[config.mk]
export PLATFORM = sky130hd
export DESIGN_NAME = text_to_integer_parser
export DESIGN_NICKNAME = d
export VERILOG_FILES = /design/src/design/ttip_pkg.sv /design/src/design/ttip_front.sv /design/src/design/ttip_queue.sv /design/src/design/ttip_back.sv /design/src/design/text_to_integer_parser.sv
export SDC_FILE = /design/constraint.sdc
export NUM_CORES = 1
export LEC_CHECK = 0
export BUFFER_PORTS_ARGS = -buffer_cell sky130_fd_sc_hd__buf_2
export CORE_ASPECT_RATIO = 0.75
export CORE_MARGIN = 4
export CORE_UTILIZATION = 27
export CTS_BUF_LIST = sky130_fd_sc_hd__clkbuf_16
export CTS_CLUSTER_SIZE = 30
export DETAILED_ROUTE_END_ITERATION = 12
export GPL_TIMING_DRIVEN = 0
export PLACE_DENSITY = 0.41
export SYNTH_ARGS = -nofsm -noshare
export SYNTH_HDL_FRONTEND = slang
export SYNTH_HIERARCHICAL = 1
export SYNTH_SLANG_ARGS = --single-unit
export TNS_END_PERCENT = 20
[constraint.sdc]
create_clock -name clk_i -period 6.8 [get_ports clk_i]
set_input_delay 1.36 -clock clk_i [delete_from_list [all_inputs] [get_ports clk_i]]
set_output_delay 1.36 -clock clk_i [all_outputs]
set_load 0.03 [all_outputs]
[src/design/ttip_pkg.sv]
// Shared types and constants for the text-to-integer parser.
// Used by every module of the block; depends on nothing.
package ttip_pkg;

  // Configuration register indexes and data width
  localparam int unsigned CfgDataW = 6;
  localparam int unsigned CfgIdxW  = 1;
  localparam logic [CfgIdxW-1:0] CFG_NUMBER_BASE = 1'b0;
  localparam logic [CfgIdxW-1:0] CFG_SIGNED_MODE = 1'b1;

  // Register reset values
  localparam logic [CfgDataW-1:0] BASE_RESET   = 6'd10;
  localparam logic                SIGNED_RESET = 1'b1;

  // Bases the prefix logic deals with
  localparam logic [5:0] BASE_DETECT = 6'd0;
  localparam logic [5:0] BASE_OCT    = 6'd8;
  localparam logic [5:0] BASE_DEC    = 6'd10;
  localparam logic [5:0] BASE_HEX    = 6'd16;

  // Characters of interest
  localparam logic [7:0] CH_NUL   = 8'h00;
  localparam logic [7:0] CH_TAB   = 8'h09;
  localparam logic [7:0] CH_LF    = 8'h0A;
  localparam logic [7:0] CH_CR    = 8'h0D;
  localparam logic [7:0] CH_SPACE = 8'h20;
  localparam logic [7:0] CH_PLUS  = 8'h2B;
  localparam logic [7:0] CH_MINUS = 8'h2D;
  localparam logic [7:0] CH_0     = 8'h30;
  localparam logic [7:0] CH_9     = 8'h39;
  localparam logic [7:0] CH_UA    = 8'h41;
  localparam logic [7:0] CH_UX    = 8'h58;
  localparam logic [7:0] CH_UZ    = 8'h5A;
  localparam logic [7:0] CH_LA    = 8'h61;
  localparam logic [7:0] CH_LX    = 8'h78;
  localparam logic [7:0] CH_LZ    = 8'h7A;
  localparam logic [5:0] ALPHA_OFFSET = 6'd10;

  // Queue between front and back
  localparam int unsigned QueueDepth = 2;
  localparam int unsigned QueuePtrW  = 1;
  localparam int unsigned QueueCntW  = 2;

  typedef struct packed {
    logic       start_req;
    logic [7:0] ch;
  } in_item_t;

  typedef struct packed {
    logic [63:0] value;
    logic [15:0] end_index;
  } out_item_t;

  // One character after classification
  typedef struct packed {
    logic       start;
    logic       nul;
    logic       space;
    logic       minus;
    logic       plus;
    logic       zero;
    logic       ex;
    logic       alnum;
    logic [5:0] digit;
  } ch_class_t;

  typedef enum logic [2:0] {
    PH_DONE,
    PH_SPACE,
    PH_AFTER_SIGN,
    PH_ZERO,
    PH_DIGITS
  } phase_e;

endpackage

[src/design/ttip_front.sv]
// Front end: decodes one incoming character into class flags and digit value.
// Depends on ttip_pkg.
module ttip_front (
  input  ttip_pkg::in_item_t  item_i,
  output ttip_pkg::ch_class_t cls_o
);

  logic [7:0] c;
  assign c = item_i.ch;

  // Character classes and digit value
  always_comb begin
    cls_o       = '0;
    cls_o.start = item_i.start_req;
    cls_o.nul   = (c == ttip_pkg::CH_NUL);
    cls_o.space = (c == ttip_pkg::CH_SPACE) || (c == ttip_pkg::CH_TAB) ||
                  (c == ttip_pkg::CH_LF) || (c == ttip_pkg::CH_CR);
    cls_o.minus = (c == ttip_pkg::CH_MINUS);
    cls_o.plus  = (c == ttip_pkg::CH_PLUS);
    cls_o.zero  = (c == ttip_pkg::CH_0);
    cls_o.ex    = (c == ttip_pkg::CH_LX) || (c == ttip_pkg::CH_UX);
    priority if (c >= ttip_pkg::CH_0 && c <= ttip_pkg::CH_9) begin
      cls_o.alnum = 1'b1;
      cls_o.digit = 6'(c - ttip_pkg::CH_0);
    end else if (c >= ttip_pkg::CH_LA && c <= ttip_pkg::CH_LZ) begin
      cls_o.alnum = 1'b1;
      cls_o.digit = 6'(c - ttip_pkg::CH_LA) + ttip_pkg::ALPHA_OFFSET;
    end else if (c >= ttip_pkg::CH_UA && c <= ttip_pkg::CH_UZ) begin
      cls_o.alnum = 1'b1;
      cls_o.digit = 6'(c - ttip_pkg::CH_UA) + ttip_pkg::ALPHA_OFFSET;
    end else begin
      cls_o.alnum = 1'b0;
      cls_o.digit = '0;
    end
  end

endmodule

[src/design/ttip_queue.sv]
// Two-entry queue of classified characters between front and back.
// Depends on ttip_pkg.
module ttip_queue (
  input  logic                clk_i,
  input  logic                rst_ni,
  input  logic                push_i,
  input  ttip_pkg::ch_class_t push_data_i,
  output logic                full_o,
  output logic                pop_valid_o,
  input  logic                pop_ready_i,
  output ttip_pkg::ch_class_t pop_data_o
);

  ttip_pkg::ch_class_t mem_q [ttip_pkg::QueueDepth];
  logic [ttip_pkg::QueuePtrW-1:0] wr_ptr_q, rd_ptr_q;
  logic [ttip_pkg::QueueCntW-1:0] count_q, count_d;
  logic do_push, do_pop;

  assign full_o      = (count_q == ttip_pkg::QueueCntW'(ttip_pkg::QueueDepth));
  assign pop_valid_o = (count_q != '0);
  assign do_push     = push_i && !full_o;
  assign do_pop      = pop_valid_o && pop_ready_i;
  assign pop_data_o  = mem_q[rd_ptr_q];

  always_comb begin
    count_d = count_q;
    if (do_push && !do_pop) count_d = count_q + 1'b1;
    else if (!do_push && do_pop) count_d = count_q - 1'b1;
  end

  // Storage
  always_ff @(posedge clk_i) begin
    if (do_push) mem_q[wr_ptr_q] <= push_data_i;
  end

  // Pointers and fill count
  always_ff @(posedge clk_i or negedge rst_ni) begin
    if (!rst_ni) begin
      wr_ptr_q <= '0;
      rd_ptr_q <= '0;
      count_q  <= '0;
    end else begin
      if (do_push) wr_ptr_q <= wr_ptr_q + 1'b1;
      if (do_pop)  rd_ptr_q <= rd_ptr_q + 1'b1;
      count_q <= count_d;
    end
  end

endmodule

[src/design/ttip_back.sv]
// Back end: parse state machine, multiply-accumulate and result register.
// Depends on ttip_pkg.
module ttip_back #(
  parameter longint unsigned INDEX_LIMIT = 65535
) (
  input  logic                clk_i,
  input  logic                rst_ni,
  input  logic [5:0]          number_base_i,
  input  logic                signed_mode_i,
  input  logic                pop_valid_i,
  output logic                pop_ready_o,
  input  ttip_pkg::ch_class_t cls_i,
  output logic                out_valid_o,
  input  logic                out_ready_i,
  output ttip_pkg::out_item_t out_item_o
);

  localparam int unsigned IdxW = $clog2(INDEX_LIMIT + 1);
  localparam logic [IdxW-1:0] IdxMax = IdxW'(INDEX_LIMIT);

  ttip_pkg::phase_e phase_q, phase_d, ph;
  logic [63:0]     acc_q, acc_d, acc;
  logic            minus_q, minus_d, mn;
  logic [5:0]      wb_q, wb_d, wb;
  logic [IdxW-1:0] idx_q, idx_d, idx;
  logic            out_valid_q;
  ttip_pkg::out_item_t out_item_q;
  logic step, bump, do_after, run_digit, take_digit, emit;
  logic [63:0] mac;

  assign pop_ready_o = !out_valid_q || out_ready_i;
  assign step        = pop_valid_i && pop_ready_o;
  assign out_valid_o = out_valid_q;
  assign out_item_o  = out_item_q;

  // One character of the parse
  always_comb begin
    ph  = cls_i.start ? ttip_pkg::PH_SPACE : phase_q;
    acc = cls_i.start ? '0 : acc_q;
    mn  = cls_i.start ? 1'b0 : minus_q;
    wb  = cls_i.start ? number_base_i : wb_q;
    idx = cls_i.start ? '0 : idx_q;
    phase_d    = ph;
    bump       = 1'b0;
    do_after   = 1'b0;
    run_digit  = 1'b0;
    take_digit = 1'b0;
    emit       = 1'b0;
    unique case (ph)
      ttip_pkg::PH_SPACE: begin
        if (cls_i.space) begin
          bump = 1'b1;
        end else if (cls_i.minus || cls_i.plus) begin
          mn      = mn | cls_i.minus;
          bump    = 1'b1;
          phase_d = ttip_pkg::PH_AFTER_SIGN;
        end else begin
          do_after = 1'b1;
        end
      end
      ttip_pkg::PH_AFTER_SIGN: do_after = 1'b1;
      ttip_pkg::PH_ZERO: begin
        phase_d = ttip_pkg::PH_DIGITS;
        if (cls_i.ex) begin
          if (wb == ttip_pkg::BASE_DETECT) wb = ttip_pkg::BASE_HEX;
          bump = 1'b1;
        end else begin
          if (wb == ttip_pkg::BASE_DETECT) wb = ttip_pkg::BASE_OCT;
          run_digit = 1'b1;
        end
      end
      ttip_pkg::PH_DIGITS: run_digit = 1'b1;
      default: ;
    endcase
    // Optional radix prefix after whitespace and sign
    if (do_after) begin
      if ((wb == ttip_pkg::BASE_DETECT || wb == ttip_pkg::BASE_HEX) && cls_i.zero) begin
        bump    = 1'b1;
        phase_d = ttip_pkg::PH_ZERO;
      end else begin
        if (wb == ttip_pkg::BASE_DETECT) wb = ttip_pkg::BASE_DEC;
        phase_d   = ttip_pkg::PH_DIGITS;
        run_digit = 1'b1;
      end
    end
    // Digit accept or end of number
    if (run_digit) begin
      if (cls_i.nul || !cls_i.alnum || cls_i.digit >= wb) begin
        emit    = 1'b1;
        phase_d = ttip_pkg::PH_DONE;
      end else begin
        take_digit = 1'b1;
        bump       = 1'b1;
      end
    end
    mac     = acc * 64'(wb) + 64'(cls_i.digit);
    acc_d   = take_digit ? mac : acc;
    minus_d = mn;
    wb_d    = wb;
    idx_d   = (bump && idx < IdxMax) ? idx + 1'b1 : idx;
  end

  // Result payload
  always_ff @(posedge clk_i) begin
    if (step && emit) begin
      out_item_q.value     <= (signed_mode_i && mn) ? 64'd0 - acc : acc;
      out_item_q.end_index <= 16'(idx);
    end
  end

  // Parse state and result valid
  always_ff @(posedge clk_i or negedge rst_ni) begin
    if (!rst_ni) begin
      phase_q     <= ttip_pkg::PH_DONE;
      acc_q       <= '0;
      minus_q     <= 1'b0;
      wb_q        <= '0;
      idx_q       <= '0;
      out_valid_q <= 1'b0;
    end else begin
      if (step) begin
        phase_q <= phase_d;
        acc_q   <= acc_d;
        minus_q <= minus_d;
        wb_q    <= wb_d;
        idx_q   <= idx_d;
      end
      if (step && emit) out_valid_q <= 1'b1;
      else if (out_ready_i) out_valid_q <= 1'b0;
    end
  end

endmodule

[src/design/text_to_integer_parser.sv]
// Top level of the text-to-integer parser: configuration registers and wiring.
// Depends on ttip_pkg, ttip_front, ttip_queue and ttip_back.
//
// Parses a string fed one character per transfer into a 64-bit integer the
// way strtol/strtoul do: leading whitespace, optional sign, optional 0x or 0
// prefix, then digits accumulated modulo 2^64. One character is taken every
// clock cycle while the queue is not full; the back end does one 64-by-6-bit
// multiply-add per character. A result (value and end index) is loaded into
// the output register at the edge where the terminating character, held in
// the two-entry queue since its input transfer, leaves it. The input stalls
// only when the result register is held and the queue is full. number_base
// is latched at each start character and signed_mode is sampled when the
// result is formed; write them only while the block is idle.
module text_to_integer_parser #(
  parameter longint unsigned INDEX_LIMIT = 65535
) (
  input  logic                                clk_i,
  input  logic                                rst_ni,
  input  logic                                cfg_we_i,
  input  logic [ttip_pkg::CfgIdxW-1:0]        cfg_idx_i,
  input  logic [ttip_pkg::CfgDataW-1:0]       cfg_data_i,
  input  logic                                in_valid_i,
  output logic                                in_ready_o,
  input  ttip_pkg::in_item_t                  in_item_i,
  output logic                                out_valid_o,
  input  logic                                out_ready_i,
  output ttip_pkg::out_item_t                 out_item_o
);

  logic [5:0] number_base_q;
  logic       signed_mode_q;
  ttip_pkg::ch_class_t cls_in, cls_out;
  logic full, pop_valid, pop_ready;

  // Configuration registers
  always_ff @(posedge clk_i or negedge rst_ni) begin
    if (!rst_ni) begin
      number_base_q <= ttip_pkg::BASE_RESET;
      signed_mode_q <= ttip_pkg::SIGNED_RESET;
    end else if (cfg_we_i) begin
      unique case (cfg_idx_i)
        ttip_pkg::CFG_NUMBER_BASE: number_base_q <= cfg_data_i;
        ttip_pkg::CFG_SIGNED_MODE: signed_mode_q <= cfg_data_i[0];
        default: ;
      endcase
    end
  end

  assign in_ready_o = !full;

  ttip_front u_front (
    .item_i (in_item_i),
    .cls_o  (cls_in)
  );

  ttip_queue u_queue (
    .clk_i       (clk_i),
    .rst_ni      (rst_ni),
    .push_i      (in_valid_i),
    .push_data_i (cls_in),
    .full_o      (full),
    .pop_valid_o (pop_valid),
    .pop_ready_i (pop_ready),
    .pop_data_o  (cls_out)
  );

  ttip_back #(
    .INDEX_LIMIT (INDEX_LIMIT)
  ) u_back (
    .clk_i         (clk_i),
    .rst_ni        (rst_ni),
    .number_base_i (number_base_q),
    .signed_mode_i (signed_mode_q),
    .pop_valid_i   (pop_valid),
    .pop_ready_o   (pop_ready),
    .cls_i         (cls_out),
    .out_valid_o   (out_valid_o),
    .out_ready_i   (out_ready_i),
    .out_item_o    (out_item_o)
  );

endmodule
==> results.json <==
{
  "run_status": "finished, violations left",
  "failed_checks": "negative setup slack",
  "hold_viol": 0,
  "synthesis.instances": 2467,
  "drcViolationCount": 0,
  "synth-seq-area-share": 0.256,
  "horizontal_extent_of_the_die_um": 343,
  "synthFlopType": "edfxtp_1",
  "syn_to_final_growth_pct": 20.3,
  "critical-path-slowest-cell": "fa_1",
  "critical_path.most_common_cell": "fa_1",
  "highest_ir_drop_seen_on_vdd_uv": 208,
  "synth_top_area_share": 0.212,
  "fp.coreArea_mm2": 0.0828,
  "worst_ep_required_time_ns": 7.23,
  "synth-edff-count": 108,
  "fin_skew_ns": 0.0323,
  "vias_per_cell": 5.21,
  "post-route-period-util": 1.02,
  "die_ar_mm2": 0.0887,
  "globalplace.congestion": 0.875,
  "hpwlAfterDp_um": 69800,
  "total_non_filler_cell_area_in_the_finished_layout_mm2": 0.0273,
  "placement_rows": 91,
  "synthesis.area_per_instance_um2": 9.19,
  "track_usage": 0.202,
  "leakage_nw": 12.3,
  "final_max_slew_viol_count": 0,
  "ys_async_sr_fraction": 0.486,
  "worstSetupEndpointType": "flop",
  "design.portCount": 103,
  "post-place-ws_ns": -2.94,
  "critical_path.max_stage_delay_ns": 0.55,
  "slew_headroom": 0.109,
  "drt_iter0_drc": 1815,
  "portBuffers": 100,
  "post_route_cells_drive_above_1_share": 0.181,
  "grt.overflow.total": 0,
  "rsz_0062_raised_after_global_routing": "true",
  "final_hold_slack_ns": 0.484,
  "cp-start-kind": "flop",
  "maximum_number_of_pins_on_one_net_before_global_route_repair": 71,
  "cts-root-to-sink-buffers": 3,
  "groute.layer.met1.usage": 0.324,
  "critical_path_class": "reg2reg",
  "num-nets-final": 3044,
  "wire_per_inst_um": 23.9,
  "synth.ff_latch_count": 210,
  "clk_pin_slew_worst_paths_ns": 0.06,
  "critical_path.max_fanout": 10,
  "post-route-worst-setup-slack_ns": -0.144,
  "initial_core_util": 0.274,
  "fin_total_pwr_w": 0.00763,
  "grt_first_pass_wirelength_um": 135000,
  "placedInstanceArea_mm2": 0.0247,
  "first_global_vias": 19900,
  "wl_um": 90300,
  "grt_use_met3": 0.0338,
  "clock_tree_from_tritoncts": "built",
  "crit_arrival_ns": 7.37,
  "global_route.usage.met2": 0.284,
  "synth.distinct_cells": 91,
  "final-setup-viol-count": 7,
  "synth_area_leader_cell": "fa_1",
  "cts_hold_repair.buffers": 0,
  "clkLatencyLatePin_ns": 0.60,
  "post_syn_nets": 2874,
  "fmaxAchievable_mhz": 144,
  "biggest_area_contributors_in_the_synthesized_netlist": "fa_1, edfxtp_1, dfrtp_1",
  "yosysWarningCount": 6,
  "post_synth_instance_area_mm2": 0.0227,
  "grt-busiest-layer": "met1",
  "h_tree_depth_reported_by_cts": 1,
  "drt-pass1-iter-count": 5,
  "detailroute.via_count": 19700,
  "worst-r2r-setup-slack_ns": -0.14,
  "p_per_area_mw_per_mm2": 280,
  "cts_sinks": 210,
  "detail-route-antenna-nets": 0,
  "grt_antenna_before_repair": 2,
  "cts_made_buffers": 27,
  "worstMarginPinSlew_ns": 1.34,
  "clock-root-buffer": "clkbuf_16",
  "final_period_minus_worst_setup_slack_ns": 6.94,
  "reported_max_cap_violation_count": 0,
  "die_h_um": 259,
  "hold_path.class": "reg2reg"
}
report_power, final:
group | switching [W] | total (W) | internal, W
registers | 0.000180 | 0.00189 | 0.00171
logic | 0.00304 | 0.00427 | 0.00123
clock network | 0.000632 | 0.00147 | 0.000836
total | 0.00385 | 0.00763 | 0.00378
routing by layer:
layer,share of wire,wire length [um],up-vias
li1,-,-,8792
met3,0.072,6510,92
met1,0.50,45600,10100
met5,0,0,-
met2,0.41,36600,720
met4,0.018,1620,0
worst paths after layout:
| check | startpoint | endpoint | cells past startpoint |
|---|---|---|---|
| min | u_queue/count_q[1] | u_queue/count_q[1] | 1 |
| min in group asynchronous | rst_ni | u_back/out_valid_o | 1 |
| min reg2reg | u_queue/count_q[1] | u_queue/count_q[1] | 1 |
| max in group asynchronous | rst_ni | u_back/acc_q[53] | 2 |
| max | u_queue/rd_ptr_q | u_back/acc_q[62] | 29 |
| max reg2reg | u_queue/rd_ptr_q | u_back/acc_q[62] | 29 |
cells in the mapped netlist (all sizes together) (4+ instances only):
cell	number
nor2	335
nand2	253
fa	240
o21ai	167
ha	146
a21oi	119
clkbuf	115
and2	110
edfxtp	108
dfrtp	99
nor2b	92
inv	85
xnor2	66
nor3	64
xor2	42
a21o	41
nand3	41
buf	36
nand2b	27
nand4	23
o22ai	23
mux2	22
and3	17
o21a	17
a22o	15
a31oi	14
nor4	12
a211oi	11
o211ai	9
o41ai	9
or3	9
o21bai	8
o31ai	7
or2	7
mux2i	5
o32ai	5
or4	5
a211o	4
a221o	4
a41oi	4
o211a	4
timing repair:
| item | CTS | global route |
|---|---|---|
| resized for setup | 264 | 78 |
| buffers inserted | 44 | 11 |
| pin swaps | 73 | 35 |
| endpoints found under the setup margin | 76 | 27 |
flip-flops by register name (all words and copies together), names as in the netlist:
signal              flops
u_back/wb_q             6
u_back/phase_q          3
u_back/acc_q           64
u_queue/count_q         2
u_queue/mem_q          28
u_queue/rd_ptr_q        1
u_back/out_valid_o      1
u_queue/wr_ptr_q        1
u_back/idx_q           16
u_back/out_item_o      80
u_back/minus_q          1
signed_mode_q           1
number_base_q           6
cells in the final DEF (no fill, tap or decap), drive strengths merged, types with 7 or more instances in the layout:
cell type,n
nor2,335
nand2,253
fa,240
buf,196
o21ai,167
ha,146
clkbuf,123
a21oi,119
and2,110
edfxtp,108
dfrtp,99
nor2b,92
inv,91
xnor2,66
nor3,64
xor2,42
a21o,41
nand3,41
nand2b,27
nand4,23
o22ai,23
mux2,22
o21a,17
and3,17
a22o,15
a31oi,14
nor4,12
a211oi,11
clkinv,11
o211ai,9
or3,9
o41ai,9
o21bai,8
o31ai,7
or2,7
through the flow:
| step | std cells | TNS [ns] | utilization |
|---|---|---|---|
| after floorplan | 2467 | 0 | - |
| after global placement | 3683 | -239.55 | 0.297 |
| after detailed placement | 3685 | -101.03 | 0.298 |
| after CTS | 3769 | -0.864 | 0.326 |
| after global routing | 3774 | -3.10 | 0.330 |
| final | 3776 | -0.574 | 0.330 |
area by class of cell:
type | instances | area (um^2)
clock inverters | 23 | 195
diodes | 2 | 5.00
multi-input cells | 2021 | 16900
fillers | 8678 | 55500
clock buffers | 27 | 676
inverters | 85 | 325
repair buffers | 157 | 1020
flip-flops and latches | 210 | 5800
well taps | 1116 | 1400
plain buffers | 135 | 951
cell families after synthesis:
family / Yosys count / share of synthesized area
multiplexers: 27 / 0.0156
buffers and inverters: 236 / 0.0429
AND/OR/NAND/NOR: 1008 / 0.214
flip-flops: 210 / 0.256
AO/OA/AOI/OAI: 491 / 0.137
adder cells (fa/ha/maj): 386 / 0.292
XOR/XNOR: 109 / 0.0427
critical path, delay by kind of cell (launching register included):
family,cells,cell delay (ns)
adders and majority gates,5,2.32
AOI/OAI and AO/OA,8,1.52
buffers and inverters,11,1.43
and+or+nand+nor,3,0.58
DFF,1,0.37
xor gates and xnor gates,1,0.29
muxes,1,0.25
(Power assumes the default switching activity.)
